**src/rtl/block_mean_color_nearest_match_defines.svh**
```systemverilog
// assertion macros shared by the tile matcher rtl
`ifndef BLOCK_MEAN_COLOR_NEAREST_MATCH_DEFINES_SVH
`define BLOCK_MEAN_COLOR_NEAREST_MATCH_DEFINES_SVH

// same-cycle implication, sampled on clk_i, off during reset
`define BMC_ASSERT_IMP(label, ante, cons, msg) \
  label: assert property (@(posedge clk_i) disable iff (!rst_ni) (ante) |-> (cons)) \
    else $error(msg);

// next-cycle implication, sampled on clk_i, off during reset
`define BMC_ASSERT_NXT(label, ante, cons, msg) \
  label: assert property (@(posedge clk_i) disable iff (!rst_ni) (ante) |=> (cons)) \
    else $error(msg);

`endif

```
**src/rtl/bmc_pkg.sv**
```systemverilog
// shared types and constants of the tile matcher
`timescale 1ns / 1ps
`default_nettype none
package bmc_pkg;

  localparam int unsigned PIX_W       = 8;
  localparam int unsigned SUM_W       = 20;
  localparam int unsigned SQ_W        = 2 * SUM_W;
  localparam int unsigned DIST_W      = SQ_W + 2;
  localparam int unsigned TILE_W      = 10;
  localparam int unsigned QUEUE_DEPTH = 2;

  localparam logic OP_TILE    = 1'b0;
  localparam logic OP_SEGMENT = 1'b1;

  // finished block handed from front to back
  typedef struct packed {
    logic             op;
    logic [SUM_W-1:0] sum_r;
    logic [SUM_W-1:0] sum_g;
    logic [SUM_W-1:0] sum_b;
  } cmd_t;

  typedef struct packed {
    logic [TILE_W-1:0] best_tile;
    logic              table_empty;
  } res_t;

  typedef enum logic [1:0] {
    BK_IDLE,
    BK_SEARCH,
    BK_DRAIN,
    BK_REPORT
  } back_state_e;

endpackage
`default_nettype wire

```
**src/rtl/bmc_fifo.sv**
```systemverilog
// small first-in first-out queue
`timescale 1ns / 1ps
`default_nettype none
`include "block_mean_color_nearest_match_defines.svh"
module bmc_fifo #(
  parameter int unsigned DataW = 1
) (
  input  wire logic             clk_i,
  input  wire logic             rst_ni,
  input  wire logic             push_i,
  input  wire logic [DataW-1:0] data_i,
  output logic                  full_o,
  input  wire logic             pop_i,
  output logic      [DataW-1:0] data_o,
  output logic                  empty_o
);
  import bmc_pkg::*;

  localparam int unsigned PtrW = (QUEUE_DEPTH > 1) ? $clog2(QUEUE_DEPTH) : 1;
  localparam int unsigned CntW = $clog2(QUEUE_DEPTH + 1);

  logic [DataW-1:0] mem_q [QUEUE_DEPTH];
  logic [PtrW-1:0]  wr_ptr_q, rd_ptr_q;
  logic [CntW-1:0]  cnt_q;
  logic             do_push, do_pop;

  assign full_o  = (cnt_q == CntW'(QUEUE_DEPTH));
  assign empty_o = (cnt_q == '0);
  assign do_push = push_i & ~full_o;
  assign do_pop  = pop_i & ~empty_o;
  assign data_o  = mem_q[rd_ptr_q];

  always_ff @(posedge clk_i or negedge rst_ni) begin
    if (!rst_ni) begin
      wr_ptr_q <= '0;
      rd_ptr_q <= '0;
      cnt_q    <= '0;
    end else begin
      if (do_push) begin
        wr_ptr_q <= (wr_ptr_q == PtrW'(QUEUE_DEPTH - 1)) ? '0 : wr_ptr_q + 1'b1;
      end
      if (do_pop) begin
        rd_ptr_q <= (rd_ptr_q == PtrW'(QUEUE_DEPTH - 1)) ? '0 : rd_ptr_q + 1'b1;
      end
      if (do_push && !do_pop) begin
        cnt_q <= cnt_q + 1'b1;
      end else if (do_pop && !do_push) begin
        cnt_q <= cnt_q - 1'b1;
      end
    end
  end

  always_ff @(posedge clk_i) begin
    if (do_push) begin
      mem_q[wr_ptr_q] <= data_i;
    end
  end

  `BMC_ASSERT_IMP(a_fifo_cnt_bound, 1'b1, cnt_q <= CntW'(QUEUE_DEPTH), "fifo count overflow")
  `BMC_ASSERT_NXT(a_fifo_pop_dec, do_pop && !do_push, cnt_q == $past(cnt_q) - 1'b1, "fifo pop lost")

endmodule
`default_nettype wire

```
**config.mk**
```make
export PLATFORM = sky130hd
export DESIGN_NAME = bmc_fifo
export DESIGN_NICKNAME = d
export VERILOG_FILES = /design/src/rtl/bmc_pkg.sv /design/src/rtl/bmc_fifo.sv
export VERILOG_INCLUDE_DIRS = /design/src /design/src/rtl
export SDC_FILE = /design/constraint.sdc
export NUM_CORES = 1
export LEC_CHECK = 0
export BUFFER_PORTS_ARGS = -buffer_cell sky130_fd_sc_hd__buf_2
export CAP_MARGIN = 20
export CORE_AREA = 4 4 41 43
export DETAILED_ROUTE_END_ITERATION = 10
export DIE_AREA = 0 0 45 47
export PLACE_DENSITY_LB_ADDON = 0.15
export SYNTH_ARGS = -nofsm -noshare
export SYNTH_HDL_FRONTEND = slang
export SYNTH_SLANG_ARGS = --single-unit
```
**constraint.sdc**
```tcl
create_clock -name clk_i -period 3.4 [get_ports clk_i]
set_input_delay 0.51 -clock clk_i [delete_from_list [all_inputs] [get_ports clk_i]]
set_output_delay 0.51 -clock clk_i [all_outputs]
set_load 0.05 [all_outputs]
```
Word-level counts from Yosys, hierarchy flattened:

Memory sizes are Yosys's and may differ from the RTL's.
Cells that the tools add are included.

* register bits: 4
* RAM bits: 2
* input port bits: 5
* output and inout bits: 3
* word-level logic and storage cells: 25
* memories: 1

Memory list
* mem_q: words 2, width 1, read ports 1, clocked after Yosys merged registers in 0, wr ports 1, line bmc_fifo.sv:22 `logic [DataW-1:0] mem_q [QUEUE_DEPTH];`

* add/sub/neg operators: 4
* equal/unequal tests: 1
* muxes and demuxes: 6
* bitwise gates (word level): 4
* reductions and logical operators: 6

Operator list (number)
* $mux W1: 4
* $mux W2: 2
* $add A1 B1 Y1 const B: 2
* $add A2 B1 Y2 const B: 1
* $and A1 B1 Y1: 2
* $eq A2 B2 Y1 const B: 1
* $logic_and A1 B1 Y1: 2
* $logic_not A1 Y1: 2
* $logic_not A2 Y1: 1
* $not A1 Y1: 2
* $reduce_bool A2 Y1: 1
* $sub A2 B1 Y2 const B: 1

Longest topological paths before layout:

Gate-level depths: netlist of run 1.

* depth in word-level cells: 7
* depth in mapped cells: 7
* depth with buffers taken out: 7

Worst setup path after synthesis of run 1:

OpenSTA, ideal clock, no wires.

* path type: register -> output
* start point: register cnt_q[0]
* end point: output port empty_o
* arrival: 1.067 ns
* required time: 2.890 ns
* path slack: 1.823 ns
* stages on the path, launching flop included: 2
* path buffers: 0
* path through: dfrtp_1 > nor2_1

* cells in the longest elaborated chain, start to end: 1

Ends and longest elaborated chain
* start, declared: line bmc_fifo.sv:24 `logic [CntW-1:0] cnt_q;`
* start signal, assigned: line bmc_fifo.sv:46 `cnt_q <= cnt_q + 1'b1;`
* start signal, assigned: line bmc_fifo.sv:48 `cnt_q <= cnt_q - 1'b1;`
* $logic_not A2 Y1: line bmc_fifo.sv:28 `assign empty_o = (cnt_q == '0);`
* end, declared: line bmc_fifo.sv:15 `output logic empty_o`

No other way between the ends.

Worst setup path after layout of run 1:

* start point: register cnt_q[0]
* end point: output port full_o

* cells in the longest elaborated chain, start to end: 1

Ends and longest elaborated chain
* $eq A2 B2 Y1: line bmc_fifo.sv:27 `assign full_o = (cnt_q == CntW'(QUEUE_DEPTH));`
* end, declared: line bmc_fifo.sv:12 `output logic full_o,`

No other way between the ends.

==> qor.csv, run 1 <==
stage,metric,value,unit
cts,cts_root_buffer,clkbuf_4,
synth,syn_inst,22,
die,dieHeight,47,um
cts,clk_path_buf_depth,2,
worst_setup_path,startpoint_type,flip-flop,
job,maxCapViolCount,0,
global_route,grt_overflow_total,0,
die,ios,8,
worst_setup_path,crit_type,flip-flop to primary output,
timing,setup_tns,0,ns
pwr,power,0.385,mW
pwr,powerDensity,1110,mW/mm^2
detailed_routing,wire_per_inst,10.1,um
cts,cts_setup_buffers,0,
timing,rsz0062_at_grt,no,
synth,syn_area,268,sq um
die,rows,13,
place,portBuffers,7,
timing,slew_viol_final,0,
synth,synth-edff-count,2,
synth,syn_avg_cell_area,12.2,sq um
cts,clk_latency,0.25,ns
synth,synthesis.nets,28,
global_route,grt_pass1_vias,199,
cts,ctsResizeCount,0,
final_layout,n_antenna_cell,0,
timing,final_hold_viol_count,0,
timing,finClkSkew,0.00346,ns
worst_hold_path,worstHoldPathType,primary input to async pin,
synth,ys_types,12,
final_layout,nNetsFinal,40,
detailed_routing,drc,0,
timing,slew_headroom,0.835,
timing,period_share,0.495,
detailed_routing,dr.pass1.iters,1,
place,dp_hpwl,365,um
synth,synth.most_common_cell,dfrtp_1,
place,place.gp.congestion,0.711,
cts,ctsHtreeMaxLevel,1,
worst_setup_path,crit_fanout,5,
detailed_routing,dr.first_iter.drc_count,0,
global_route,grt_usage,0.0598,
pwr,comb_power_share,0.452,
worst_setup_path,critical_path_arrival,1.17,ns
detailed_routing,wirelength,486,um
pwr,p_leak,0.170,nW
detailed_routing,viasPerCell,3.94,
cts,cts_tree,yes,
synth,synthArstFlopShare,0.667,
global_route,grt_pass1_wl,793,um
die,start_util,0.206,
global_route,grt_max_degree,6,
worst_setup_path,r2r_slack,1.91,ns
cts,hold_buffers,0,
final_layout,syn_to_final_growth,29.9,%
pwr,power_switching,0.168,mW
synth,synth.area.top_cells,"dfrtp_1 37%, edfxtp_1 22%, xnor2_1 9.8%",
outcome,status,"finished, final reports clean",
detailed_routing,via_count,189,
timing,worstMarginPinSlew,0.249,ns
final_layout,drive_gt1_frac,0.333,
worst_setup_path,end_kind,primary output,
synth,synth-seq-area-share,0.598,
pwr,irDropWorstVdd,0.000317,V
synth,yosysWarnings,0,
synth,ys_seq_elements,6,
synth,synth_ff_type,dfrtp_1,
pwr,pwr-share-clk,0.191,
timing,min_period,1.68,ns
cts,cts.clk_slew.worst_paths,0.05,ns
die,core,0.00130,sq mm
synth,synth_largest_area_cell,dfrtp_1,
timing,max_freq,594,MHz
pwr,power_frac_seq,0.357,
global_route,antenna_found_initial,0,
timing,setup_viol,0,
synth,synth_top_area_share,0.374,
cts,cts.sinks,6,
pwr,sw_frac_of_total,0.436,
cts,numCtsBuffers,3,
detailed_routing,ant_nets,0,
die,fp.dieW,45,um
die,die_area,0.00212,sq mm
pwr,internal_power,0.217,mW
worst_setup_path,cp.required,2.89,ns
synth,synthTopCellsByCount,"4 x dfrtp_1, 3 x nor2_1, 3 x xnor2_1",
## path summary, 6_finish.rpt
kind                            end  depth (start not counted)     start
max                          full_o                          3  cnt_q[0]
min                        wr_ptr_q                          1    rst_ni
max reg2reg                cnt_q[1]                          7  cnt_q[0]
min reg2reg                rd_ptr_q                          1  rd_ptr_q
max in group asynchronous  cnt_q[1]                          1    rst_ni
min in group clk_i         mem_q[1]                          1    data_i
## sequential cells by signal, summed over array words and instances (netlist names)
register  cells
rd_ptr_q      1
cnt_q         2
mem_q         2
wr_ptr_q      1
## cell type report
cell class	count	area, sq um
fillers	146	953
flip-flops and latches	6	160
multi-input cells	14	100
repair buffers	7	35.0
clock buffers	4	26.3
well taps	15	18.8
inverters	2	7.51
## cells in the final DEF, fill, tap and decap left out
master | netlist | routed
clkbuf_1 | 0 | 1
dfrtp_1 | 4 | 4
nand2_1 | 1 | 1
xnor2_1 | 3 | 3
mux2_2 | 1 | 1
inv_1 | 2 | 2
ha_1 | 1 | 1
nand2b_1 | 1 | 1
nor2_1 | 3 | 3
edfxtp_1 | 2 | 2
o21ai_1 | 1 | 1
clkbuf_4 | 0 | 3
buf_2 | 0 | 7
xor2_1 | 2 | 2
and3_1 | 1 | 1
## critical path, cell delays in order (launching register included)
cell and delay [ns]:
dfrtp_1 0.43, nand2b_1 0.20, inv_1 0.06, buf_2 0.25
## stage by stage
step	hold WS, ns	utilization	instance area, sq um	std cells	setup slack (ns)
finish	0.0557	0.267	348	48	1.72
detailed placement	0.324	0.247	322	44	1.93
global route	0.0490	0.267	348	48	1.66
floorplan	0.214	-	268	22	1.82
CTS	0.0505	0.267	348	48	1.70
global placement	0.324	0.247	322	44	1.97
## routing by layer
metal,global-route usage,vias to the layer above,routed length (um)
li1,-,94,-
met5,0,-,0
met4,0.0702,0,17
met3,0.0345,2,27
met2,0.0791,5,231
met1,0.0606,88,209
## power groups by stage
stage,combinational [mW],sequential [mW],clock [mW]
3_3_place_gp,0.173,0.136,0
3_5_place_dp,0.174,0.138,0
4_1_cts,0.176,0.137,0.0783
6_report,0.174,0.137,0.0736
2_1_floorplan,0.146,0.132,0
5_1_grt,0.189,0.142,0.0820
## cell families after synthesis
group                    synth area share
AO/OA/AOI/OAI                      0.0187
XOR/XNOR                            0.164
adder cells (fa/ha/maj)            0.0467
buffers and inverters              0.0280
flip-flops                          0.598
multiplexers                       0.0421
AND/OR/NAND/NOR                     0.103
(Power assumes the default switching activity.)
==> run 2: changes to the inputs <==
==> constraint.sdc (replaced) <==
create_clock -name clk_i -period 1.39 [get_ports clk_i]
set_input_delay 0.2085 -clock clk_i [delete_from_list [all_inputs] [get_ports clk_i]]
set_output_delay 0.2085 -clock clk_i [all_outputs]
set_load 0.05 [all_outputs]
==> qor.csv, run 2 (same netlist as run 1, synthesis figures left out) <==
stage,metric,value,unit
outcome,status,"finished, final reports clean",
die,die_area,0.00212,sq mm
worst_setup_path,crit_fanout,2,
place,dp_hpwl,368,um
timing,finClkSkew,0.0124,ns
cts,ctsHtreeMaxLevel,1,
worst_setup_path,critical_path_arrival,1.12,ns
final_layout,nNetsFinal,45,
pwr,pwr-share-clk,0.158,
cts,clk_path_buf_depth,2,
global_route,antenna_found_initial,0,
pwr,power_switching,0.444,mW
die,ios,8,
detailed_routing,dr.pass1.iters,2,
detailed_routing,ant_nets,0,
timing,slew_headroom,0.835,
cts,cts.sinks,6,
global_route,grt_pass1_vias,185,
place,portBuffers,7,
worst_hold_path,worstHoldPathType,primary input to flip-flop,
cts,cts.clk_slew.worst_paths,0.05,ns
timing,setup_viol,0,
final_layout,syn_to_final_growth,56.5,%
timing,max_freq,752,MHz
timing,setup_tns,0,ns
die,rows,13,
pwr,power,1.08,mW
detailed_routing,dr.first_iter.drc_count,3,
worst_setup_path,cp.required,1.18,ns
pwr,comb_power_share,0.534,
global_route,grt_pass1_wl,772,um
global_route,grt_usage,0.0590,
cts,cts_root_buffer,clkbuf_4,
detailed_routing,wire_per_inst,9.83,um
pwr,powerDensity,2590,mW/mm^2
die,start_util,0.206,
final_layout,layout_common_cells,"6 x buf_4, 5 x buf_2, 4 x dfrtp_1",
global_route,grt_overflow_total,0,
worst_setup_path,startpoint_type,flip-flop,
timing,worstMarginPinSlew,0.250,ns
final_layout,drive_gt1_frac,0.526,
timing,slew_viol_final,0,
job,maxCapViolCount,0,
cts,cts_tree,yes,
detailed_routing,drc,0,
final_layout,reg_top3,"cnt_q: 2 flops, mem_q: 2 flops",
pwr,power_frac_seq,0.308,
die,fp.dieW,45,um
timing,period_share,0.957,
die,dieHeight,47,um
final_layout,n_antenna_cell,0,
worst_setup_path,r2r_slack,0.07,ns
pwr,irDropWorstVdd,0.000958,V
pwr,sw_frac_of_total,0.409,
detailed_routing,viasPerCell,3.66,
timing,min_period,1.33,ns
detailed_routing,via_count,194,
place,place.gp.congestion,0.693,
worst_setup_path,crit_type,flip-flop to primary output,
final_layout,final_common_cell,buf_4,
cts,clk_latency,0.25,ns
worst_setup_path,end_kind,primary output,
detailed_routing,wirelength,521,um
global_route,grt_max_degree,5,
pwr,internal_power,0.640,mW
timing,final_hold_viol_count,0,
cts,numCtsBuffers,3,
final_layout,fin_util,0.322,
pwr,p_leak,0.200,nW
die,core,0.00130,sq mm
[run 2: cell types whose count changed in the layout (fill, tap and decap cells not counted), sizes merged]
| cell | previous run | this run |
|---|---|---|
| buf | 7 | 11 |
| dlygate4sd3 | 0 | 1 |
[run 2: area by class of cell]
| cell class | instances | area (sq um) |
|---|---|---|
| fillers | 146 | 882 |
| inverters | 2 | 7.51 |
| repair buffers | 12 | 80.1 |
| flip-flops and latches | 6 | 160 |
| clock buffers | 4 | 26.3 |
| well taps | 15 | 18.8 |
| multi-input cells | 14 | 126 |
[run 2: power by group through the flow]
stage	Clock (mW)	Sequential (mW)	Combinational, mW
after global routing	0.195	0.347	0.628
after floorplan	0	0.322	0.358
final	0.171	0.334	0.578
after global placement	0	0.322	0.487
after CTS	0.181	0.334	0.511
after detailed placement	0	0.324	0.488
[run 2: path summary, 6_finish.rpt]
kind,startpoint,endpoint,cells past startpoint
setup / recovery,rd_ptr_q,data_o,2
hold / removal,data_i,mem_q[0],1
setup reg to reg,cnt_q[1],cnt_q[1],5
hold reg to reg,wr_ptr_q,wr_ptr_q,1
max in group asynchronous,rst_ni,wr_ptr_q,2
min in group asynchronous,rst_ni,rd_ptr_q,2
[run 2: stage by stage]
| stage | instances | worst slack [ns] | area (sq um) | hold slack, ns |
|---|---|---|---|---|
| after floorplan | 22 | 0.0292 | 268 | -0.0871 |
| after global placement | 47 | 0.0257 | 344 | 0.0214 |
| after detailed placement | 47 | 0.0180 | 344 | 0.0211 |
| after CTS | 52 | 0.00143 | 388 | 0.149 |
| after global routing | 53 | -0.00211 | 419 | 0.141 |
| final | 53 | 0.0600 | 419 | 0.153 |
[run 2: timing repair]
action | in CTS | in global routing
pin swaps | 1 | 1
gates resized for setup | 1 | 8
setup endpoints to repair | 1 | 3
hold buffers | 1 | 0
hold endpoints to repair | 4 | 0
buffers inserted | 0 | 1
[run 2: worst max-delay path, cell delays in order (launching register included)]
cell,delay [ns]
dfrtp_1,0.35
mux2_2,0.33
buf_4,0.19
[run 2: routing by layer]
layer	up-vias	routed length [um]	track usage
li1	104	-	-
met1	84	192	0.0490
met2	6	272	0.0904
met3	0	56	0.0575
met4	0	0	0.0351
met5	-	0	0
