<file path="config.mk">
export PLATFORM = sky130hd
export DESIGN_NAME = bmc_front
export DESIGN_NICKNAME = d
export VERILOG_FILES = /design/src/rtl/block_mean_color_nearest_match_defines.svh /design/src/rtl/bmc_pkg.sv /design/src/rtl/bmc_front.sv
export SDC_FILE = /design/constraint.sdc
export NUM_CORES = 1
export LEC_CHECK = 0
export BUFFER_PORTS_ARGS = -buffer_cell sky130_fd_sc_hd__clkbuf_2
export CORE_ASPECT_RATIO = 0.5
export CORE_MARGIN = 2
export CORE_UTILIZATION = 45
export CTS_BUF_LIST = sky130_fd_sc_hd__clkbuf_16
export DETAILED_ROUTE_END_ITERATION = 16
export PLACE_DENSITY = 0.67
export SLEW_MARGIN = 25
export SYNTH_ARGS = -nofsm -noshare
export SYNTH_HDL_FRONTEND = slang
export SYNTH_SLANG_ARGS = --single-unit
export TNS_END_PERCENT = 1
</file>
<file path="constraint.sdc">
create_clock -name clk_i -period 3.4 [get_ports clk_i]
set_input_delay 0.34 -clock clk_i [delete_from_list [all_inputs] [get_ports clk_i]]
set_output_delay 0.34 -clock clk_i [all_outputs]
set_load 0.1 [all_outputs]
</file>
<file path="src/rtl/block_mean_color_nearest_match_defines.svh">
// assertion macros shared by the tile matcher rtl
`ifndef BLOCK_MEAN_COLOR_NEAREST_MATCH_DEFINES_SVH
`define BLOCK_MEAN_COLOR_NEAREST_MATCH_DEFINES_SVH

// same-cycle implication, sampled on clk_i, off during reset
`define BMC_ASSERT_IMP(label, ante, cons, msg) \
  label: assert property (@(posedge clk_i) disable iff (!rst_ni) (ante) |-> (cons)) \
    else $error(msg);

// next-cycle implication, sampled on clk_i, off during reset
`define BMC_ASSERT_NXT(label, ante, cons, msg) \
  label: assert property (@(posedge clk_i) disable iff (!rst_ni) (ante) |=> (cons)) \
    else $error(msg);

`endif

</file>
<file path="src/rtl/bmc_pkg.sv">
// shared types and constants of the tile matcher
`timescale 1ns / 1ps
`default_nettype none
package bmc_pkg;

  localparam int unsigned PIX_W       = 8;
  localparam int unsigned SUM_W       = 20;
  localparam int unsigned SQ_W        = 2 * SUM_W;
  localparam int unsigned DIST_W      = SQ_W + 2;
  localparam int unsigned TILE_W      = 10;
  localparam int unsigned QUEUE_DEPTH = 2;

  localparam logic OP_TILE    = 1'b0;
  localparam logic OP_SEGMENT = 1'b1;

  // finished block handed from front to back
  typedef struct packed {
    logic             op;
    logic [SUM_W-1:0] sum_r;
    logic [SUM_W-1:0] sum_g;
    logic [SUM_W-1:0] sum_b;
  } cmd_t;

  typedef struct packed {
    logic [TILE_W-1:0] best_tile;
    logic              table_empty;
  } res_t;

  typedef enum logic [1:0] {
    BK_IDLE,
    BK_SEARCH,
    BK_DRAIN,
    BK_REPORT
  } back_state_e;

endpackage
`default_nettype wire

</file>
<file path="src/rtl/bmc_front.sv">
// pixel intake: saturating channel sums, block end hand-off
`timescale 1ns / 1ps
`default_nettype none
module bmc_front (
  input  wire logic                      clk_i,
  input  wire logic                      rst_ni,
  input  wire logic                      push_i,
  output logic                           full_o,
  input  wire logic                      opcode_i,
  input  wire logic [bmc_pkg::PIX_W-1:0] pixel_blue_i,
  input  wire logic [bmc_pkg::PIX_W-1:0] pixel_green_i,
  input  wire logic [bmc_pkg::PIX_W-1:0] pixel_red_i,
  input  wire logic                      last_pixel_i,
  input  wire logic                      cmd_full_i,
  output logic                           cmd_push_o,
  output bmc_pkg::cmd_t                  cmd_o
);
  import bmc_pkg::*;

  logic [SUM_W-1:0] sum_b_q, sum_g_q, sum_r_q;
  logic [SUM_W-1:0] sum_b_d, sum_g_d, sum_r_d;
  logic             accept;

  function automatic logic [SUM_W-1:0] sat_add(input logic [SUM_W-1:0] acc,
                                               input logic [PIX_W-1:0] pix);
    logic [SUM_W:0] s;
    s = {1'b0, acc} + {{(SUM_W + 1 - PIX_W){1'b0}}, pix};
    return s[SUM_W] ? {SUM_W{1'b1}} : s[SUM_W-1:0];
  endfunction

  assign full_o     = cmd_full_i;
  assign accept     = push_i & ~cmd_full_i;
  assign cmd_push_o = accept & last_pixel_i;

  assign sum_b_d = sat_add(sum_b_q, pixel_blue_i);
  assign sum_g_d = sat_add(sum_g_q, pixel_green_i);
  assign sum_r_d = sat_add(sum_r_q, pixel_red_i);

  assign cmd_o.op    = opcode_i;
  assign cmd_o.sum_b = sum_b_d;
  assign cmd_o.sum_g = sum_g_d;
  assign cmd_o.sum_r = sum_r_d;

  always_ff @(posedge clk_i or negedge rst_ni) begin
    if (!rst_ni) begin
      sum_b_q <= '0;
      sum_g_q <= '0;
      sum_r_q <= '0;
    end else if (accept) begin
      if (last_pixel_i) begin
        sum_b_q <= '0;
        sum_g_q <= '0;
        sum_r_q <= '0;
      end else begin
        sum_b_q <= sum_b_d;
        sum_g_q <= sum_g_d;
        sum_r_q <= sum_r_d;
      end
    end
  end

endmodule
`default_nettype wire

</file>
# ---- Yosys cells after proc, flatten, opt, wreduce, memory -nomap -nowiden
# Cells that the tools add are included.
dict set report totals {
  ff_bits 60
  latchBits 0
  mem_bits_rw 0
  mem_bits_ro 0
  inputBits 30
  output_inout_bits 63
  wordCells 15
  memories 0
}
dict set report classes {
  add_sub_neg 3
  multipliers 0
  div 0
  n_lt_le_gt_ge 0
  eq_ne 0
  shifts 0
  n_mux 6
  n_bitwise 3
  n_reduce_logical 0
}
# cell n
set ops {}
lappend ops {{$mux W20} 6}
lappend ops {{$add A20 B8 Y21} 3}
lappend ops {{$and A1 B1 Y1} 2}
lappend ops {{$not A1 Y1} 1}

# ---- Logic depth before layout (Yosys ltp)
# Gate-level depths: netlist of the first run.
dict set report logic_depth {
  word_depth 3
  mapped_depth 10
  ltp_nobuf 8
}

# ---- Worst setup path before layout of the first run
# OpenSTA, ideal clock, no wires.
dict set report synth_path {
  kind {reg2out}
  start {register sum_g_q[0]}
  end {output port cmd_o[36] (netlist bit)}
  arrival_ns 4.103
  setup_slack_ns -1.043
  path_stages_with_launch 9
  path_buffers 0
  cell_sequence {dfrtp_1 > ha_1 > fa_1 > a211oi_1 > nor4_2 > nor2_2 > nor2_1 > nand3_1 > a21boi_0}
}
# element line
set synth_rtl {}
lappend synth_rtl {{start, declared} bmc_front.sv:20} ;# logic [SUM_W-1:0] sum_b_q, sum_g_q, sum_r_q;
lappend synth_rtl {{start signal, assigned} bmc_front.sv:56} ;# sum_g_q <= sum_g_d;
lappend synth_rtl {{end, declared} bmc_front.sv:16} ;# output bmc_pkg::cmd_t cmd_o

==> results.json, run 1 <==
{
  "swShare": 0.530,
  "syn_area_sq_mm": 0.00466,
  "start_kind": "register",
  "fp.dieArea_sq_mm": 0.0112,
  "power_frac_clock": 0.182,
  "syn_area_per_cell_sq_um": 8.39,
  "worst-endpoint-required_ns": 3.06,
  "ys_async_sr_fraction": 1.00,
  "critPathArrivalTime_ns": 2.93,
  "ys_warn_count": 0,
  "finalMaxSlewViolations": 0,
  "remaining_drc_errors": 0,
  "fin_crit_sh": 0.962,
  "crit_start": "sum_r_q[0]",
  "synth_nets": 612,
  "cts_tree": "done",
  "cpPeakStageDelay_ns": 0.43,
  "slew_headroom": 0.459,
  "mostFrequentLayoutCells": "60 x a21oi_1, 60 x dfrtp_1, 51 x nor2_1, 51 x nand2_1, 43 x clkbuf_2",
  "ios": 93,
  "totalWireLength_um": 12000,
  "ys.flop_type": "dfrtp_1",
  "worstPathMaxFanout": 7,
  "track_usage": 0.222,
  "cp.buffers_inverters": 1,
  "dp_hpwl_um": 8470,
  "finalWeightedCongestion": 0.867,
  "clock.fmax_mhz": 306,
  "internal_power_mw": 2.29,
  "area_delta_synth_final_pct": 30.0,
  "grt_pass1_wl_um": 20300,
  "vias_per_cell": 5.75,
  "layout-drive-gt1-share": 0.228,
  "drt-initial-drc-count": 325,
  "ys_ff_latch": 60,
  "postCtsHoldBufs": 0,
  "path_delay_family": "compound AO/OA/AOI/OAI gates",
  "rsz0062_at_grt": "yes",
  "cp_cell_sequence": "ha_1, fa_1, a211oi_1, o21ai_1, o21ai_2, mux2_2, clkbuf_2",
  "stdcell_area_sq_mm": 0.00606,
  "cts_made_buffers": 9,
  "clock_skew_ns": 0.00594,
  "clock_latency_ns": 0.33,
  "htreeDepth": 3,
  "grt_pass1_vias": 4162,
  "die_x_um": 148,
  "ant_nets": 0,
  "post-route-util": 0.597,
  "r2r_setup_slack_ns": 0.79,
  "routedWlPerCell_um": 15.4,
  "worstMarginPinSlew_ns": 0.811,
  "core_area_sq_mm": 0.0101,
  "clock_sinks": 60,
  "cp_slowest_cell": "fa_1",
  "antenna_cells": 0,
  "io_buffers": 90,
  "path_clk_slew_ns": 0.05,
  "row_count": 26,
  "vdd_drop_max_v": 0.000654,
  "synth.distinct_cells": 56,
  "seqPwrFrac": 0.187,
  "crit_type": "reg2out",
  "leakagePower_nw": 2.78,
  "die_h_um": 75.9,
  "outcome": "finished clean",
  "p_comb_frac": 0.631,
  "yosysSeqAreaShare": 0.322,
  "max_cap_violations": 0,
  "antenna_found_initial": 0,
  "endpoint_kind": "primary output",
  "start_util": 0.459,
  "final_hold_viol_count": 0,
  "finalNetCount": 693,
  "r2r_cells": 8,
  "timing.rr.start": "sum_r_q[0]",
  "finalCriticalPeriod_ns": 3.27,
  "cts-root-buf": "clkbuf_16",
  "p_sw_mw": 2.58,
  "vias": 4489,
  "hold_class": "in2async",
  "holdWs_ns": 0.180,
  "grt_max_degree": 61,
  "grt_overflow": 0,
  "rr_endpoint": "sum_r_q[4]",
  "powerDensity_mw_per_mm2": 804,
  "synth_enable_flop_cells": 0,
  "postPlaceCellArea_sq_mm": 0.00575,
  "syn_inst": 555,
  "clockBufferDepth": 2,
  "firstDrtPassIters": 4,
  "setup_violations": 0
}
## state kept, by name (all words and copies together), names as in the netlist
name and count:
sum_b_q 20, sum_r_q 20, sum_g_q 20
## power by group through the flow
stage / sequential, mW / combinational [mW] / clock, mW
after CTS: 0.907 / 3.07 / 0.910
after floorplan: 0.884 / 2.30 / 0
after global placement: 0.915 / 3.03 / 0
after detailed placement: 0.917 / 3.05 / 0
final: 0.909 / 3.07 / 0.888
after global routing: 0.924 / 3.23 / 0.941
## metal layers
layer	vias up	share of wire	routed length, um	track usage
li1	2230	-	-	-
met1	2165	0.49	5920	0.311
met2	84	0.45	5400	0.340
met3	10	0.052	622	0.0590
met4	0	0.0085	103	0.0648
met5	-	0	0	0
## cell usage after synthesis, types with 7 or more instances
master,count,area [sq um]
a21oi_1,60,300
nand2b_1,9,56.3
and3_1,10,62.6
xor2_1,7,61.3
clkbuf_1,20,75.1
inv_1,9,33.8
dfrtp_1,60,1500
a21o_1,7,52.6
xnor2_1,20,175
o21ai_0,25,125
nand3_1,22,110
nor3_1,20,100
a31oi_1,9,56.3
nand2_1,51,191
a22o_1,24,210
nor2_1,52,195
ha_1,24,300
a31o_2,8,70.1
o21a_1,14,105
## logic make-up (layout without fill, tap and decap cells)
logic type,Yosys count,after routing,synth area share
AOI/OAI and AO/OA,197,197,0.287
DFF,60,60,0.322
adders and majority gates,27,27,0.0774
xor gates and xnor gates,27,27,0.0508
and+or+nand+nor,196,196,0.203
muxes,8,8,0.0183
buffers and inverters,40,126,0.0408
## area by class of cell
cell class                      instances  area [sq um]
Clock buffer                            9           225
Clock inverter                          7          57.6
Fill cell                             927          4090
Inverter                               10          37.5
Multi-Input combinational cell        455          3000
Sequential cell                        60          1500
Tap cell                              140           175
Timing Repair Buffer                  100          1060
## metrics by stage
step                      setup WS [ns]  power [mW]  setup TNS (ns)  instances
final                             0.128        4.87               0        781
after floorplan                  -0.691        3.18           -6.70        555
after global placement            0.336        3.95               0        765
after detailed placement          0.310        3.97               0        765
after global routing            -0.0186        5.10         -0.0186        781
after CTS                        0.0720        4.89               0        781
## worst max path at each step
stage	to	slack (ns)	cells after the start
CTS	cmd_o[52]	0.07	7
finish	cmd_o[52]	0.13	7
global route	cmd_o[38]	-0.02	9
detailed placement	cmd_o[38]	0.31	10
global placement	cmd_o[44]	0.34	9
floorplan	cmd_o[11]	-0.69	7
## what timing repair did
action                                  4_1_cts  5_1_grt
endpoints found under the setup margin        3       16
buffers inserted                              0        0
resized for setup                             2       17
Note: power is estimated with default switching activity, not from simulation.
==> run 2: changes to the inputs <==
- ABC_AREA: default -> 1
- PLACE_DENSITY: 0.67 -> 0.66
==> run 2 against run 1 <==
  * Sequential cell count did not move
  * Utilization fell by 6.5 points
  * Die area rose by 14%
  * Sequential share of layout area fell by 0.66 points
  * Clock power rose by 1%
  * First-iteration DRC count fell by 16%
  * Sequential power fell by 4.3%
  * Synthesized cell count rose by 49%
  * Clock-buffer cell count did not move
  * Power fell by 15%
  * Cell area rose by 2.7%
  * Final cell count rose by 39%
  * Critical path type unchanged
  * Critical endpoint is now cmd_o[21]
  * Largest cell class unchanged
  * Largest power group unchanged
==> results.json, run 2 <==
{
  "slew_headroom": 0.613,
  "fp.dieArea_sq_mm": 0.0128,
  "synth_enable_flop_cells": 0,
  "path_clk_slew_ns": 0.06,
  "worstMarginPinSlew_ns": 0.583,
  "rr_endpoint": "sum_r_q[5]",
  "clockBufferDepth": 2,
  "antenna_found_initial": 0,
  "post_cts_buffers": 0,
  "grt_overflow": 0,
  "routedWlPerCell_um": 12.6,
  "leakagePower_nw": 3.57,
  "dp_hpwl_um": 10500,
  "io_buffers": 90,
  "use_met2": 0.384,
  "top_regs": "sum_b_q: 20 flops, sum_g_q: 20 flops, sum_r_q: 20 flops",
  "r2r_cells": 9,
  "rsz0062_at_grt": "no",
  "totalWireLength_um": 13700,
  "holdWs_ns": 0.0343,
  "r2r_setup_slack_ns": 1.05,
  "ys_warn_count": 0,
  "start_util": 0.456,
  "ys.flop_type": "dfrtp_1",
  "syn_area_per_cell_sq_um": 6.44,
  "endpoint_kind": "primary output",
  "htreeDepth": 3,
  "mostFrequentLayoutCells": "352 x nand2_1, 113 x inv_1, 90 x clkbuf_2",
  "path_delay_family": "simple AND/OR/NAND/NOR gates",
  "top_usage_layer": "met2",
  "finalPower_mw": 4.15,
  "finalWorstSetupSlack_ns": 0.144,
  "final_common_cell": "nand2_1",
  "clock_latency_ns": 0.33,
  "antenna_cells": 0,
  "clock_sinks": 60,
  "finalWeightedCongestion": 0.883,
  "drt-initial-drc-count": 272,
  "max_cap_violations": 0,
  "yosysSeqAreaShare": 0.281,
  "swShare": 0.557,
  "cts_tree": "done",
  "synth_nets": 885,
  "cp_cell_sequence": "ha_1, fa_1, nand2_1, nand3_1, nand3_1, nand2_2, nand3_4, inv_1, or2_2, clkbuf_2",
  "vdd_drop_max_v": 0.000365,
  "ios": 93,
  "power_frac_clock": 0.217,
  "ant_nets": 0,
  "grt_pass1_wl_um": 23000,
  "clock.fmax_mhz": 307,
  "crit_type": "reg2out",
  "yosysTopAreaCell": "dfrtp_1",
  "critPathArrivalTime_ns": 2.92,
  "stdcell_count": 1088,
  "track_usage": 0.225,
  "finalMaxSlewViolations": 0,
  "fin_crit_sh": 0.958,
  "ys_ff_latch": 60,
  "worst-endpoint-required_ns": 3.06,
  "crit_start": "sum_g_q[0]",
  "die_h_um": 81.0,
  "finalCriticalPeriod_ns": 3.26,
  "row_count": 28,
  "syn_inst": 828,
  "timing.rr.start": "sum_r_q[0]",
  "p_comb_frac": 0.573,
  "cts_made_buffers": 9,
  "hold_class": "in2async",
  "final_hold_viol_count": 0,
  "crit_cells": 10,
  "crit_path_end": "cmd_o[21]",
  "setup_violations": 0,
  "cp_slowest_cell": "fa_1",
  "yosysMostFrequentCell": "nand2_1",
  "internal_power_mw": 1.84,
  "powerDensity_mw_per_mm2": 666,
  "place_inst": 1072,
  "grt_pass1_vias": 4925,
  "met3_usage": 0.0438,
  "ys_top_cells_by_count": "352 x nand2_1, 111 x inv_1, 87 x nand3_1",
  "outcome": "finished clean",
  "layout-drive-gt1-share": 0.185,
  "cts-root-buf": "clkbuf_16",
  "start_kind": "register",
  "worstPathMaxFanout": 17,
  "stdcell_area_sq_mm": 0.00622,
  "crit_top_cell": "nand3_1",
  "area_delta_synth_final_pct": 16.6,
  "cp.buffers_inverters": 2,
  "core_area_sq_mm": 0.0117,
  "grtUsageMet1": 0.301,
  "ys_async_sr_fraction": 1.00,
  "finalNetCount": 975,
  "postPlaceCellArea_sq_mm": 0.00594,
  "syn_area_sq_mm": 0.00534,
  "vias_per_cell": 4.83,
  "vias": 5252,
  "cpPeakStageDelay_ns": 0.44,
  "die_x_um": 158,
  "firstDrtPassIters": 5,
  "cts_resized": 0,
  "yosys-top-cells-area": "dfrtp_1 28%, nand2_1 25%, nand3_1 8.2%",
  "synth.distinct_cells": 36,
  "seqPwrFrac": 0.210,
  "yosysTopAreaCellShare": 0.281,
  "clock_skew_ns": 0.00792,
  "grt_max_degree": 51,
  "pre_cts_ws_ns": 0.434,
  "postCtsHoldBufs": 0,
  "p_sw_mw": 2.31,
  "remaining_drc_errors": 0
}
-- run 2: cell count changes in the layout (fill, tap and decap cells not counted), moves of 14 or more --
cell,previous run,this run
a21oi_1,60,4
a22o_1,24,0
buf_12,35,0
clkbuf_2,43,90
inv_1,9,113
nand2_1,51,352
nand3_1,22,87
nand3_2,0,16
nand4_1,3,18
o21a_1,14,0
xnor2_1,20,1
-- run 2: area by class of cell --
cell class                      count  area, sq um
Fill cell                        1249         5480
Timing Repair Buffer               97          503
Inverter                          115          432
Clock buffer                        9          225
Clock inverter                      7         60.1
Sequential cell                    60         1500
Multi-Input combinational cell    635         3290
Tap cell                          165          206
-- run 2: routing by layer --
layer  vias up  share of wire  routed length, um
met2        94           0.45               6170
met5         -              0                  0
met3         8          0.042                581
met4         0         0.0076                104
li1       2780              -                  -
met1      2370           0.50               6870
-- run 2: worst min path at each step --
| stage | startpoint | end | slack, ns | cells after the start |
|---|---|---|---|---|
| finish | rst_ni | sum_g_q[4] | 0.03 | 2 |
| CTS | rst_ni | sum_g_q[3] | 0.05 | 2 |
| detailed placement | rst_ni | sum_g_q[3] | 0.41 | 2 |
| global route | rst_ni | sum_g_q[4] | 0.07 | 2 |
| global placement | rst_ni | sum_g_q[3] | 0.40 | 2 |
| floorplan | rst_ni | sum_b_q[0] | 0.04 | 0 |
-- run 2: stage by stage --
step | util | setup TNS, ns
final | 0.532 | 0
after global routing | 0.532 | 0
after CTS | 0.532 | 0
after detailed placement | 0.507 | 0
after global placement | 0.507 | 0
after floorplan | - | -1.81
-- run 2: logic make-up (layout without fill, tap and decap cells) --
family,Yosys count,count (layout),synth area share
AO/OA/AOI/OAI,33,33,0.0371
XOR/XNOR,8,8,0.0131
adder cells (fa/ha/maj),27,27,0.0675
buffers and inverters,133,228,0.103
flip-flops,60,60,0.281
AND/OR/NAND/NOR,567,567,0.498
-- run 2: worst reg2reg max path, stage by stage (launching register included) --
cell,delay (ns)
dfrtp_1,0.38
ha_1,0.23
fa_1,0.47
a21oi_2,0.28
o21bai_4,0.12
nand3_4,0.21
buf_4,0.28
nand3b_1,0.12
nand2_1,0.09
nand2_1,0.05
-- run 2: power by group through the flow --
stage                     sequential [mW]  clock, mW  combinational (mW)
final                               0.870      0.898                2.38
after global routing                0.883      0.956                2.54
after CTS                           0.871      0.923                2.39
after detailed placement            0.882          0                2.38
after global placement              0.879          0                2.36
after floorplan                     0.858          0                2.05
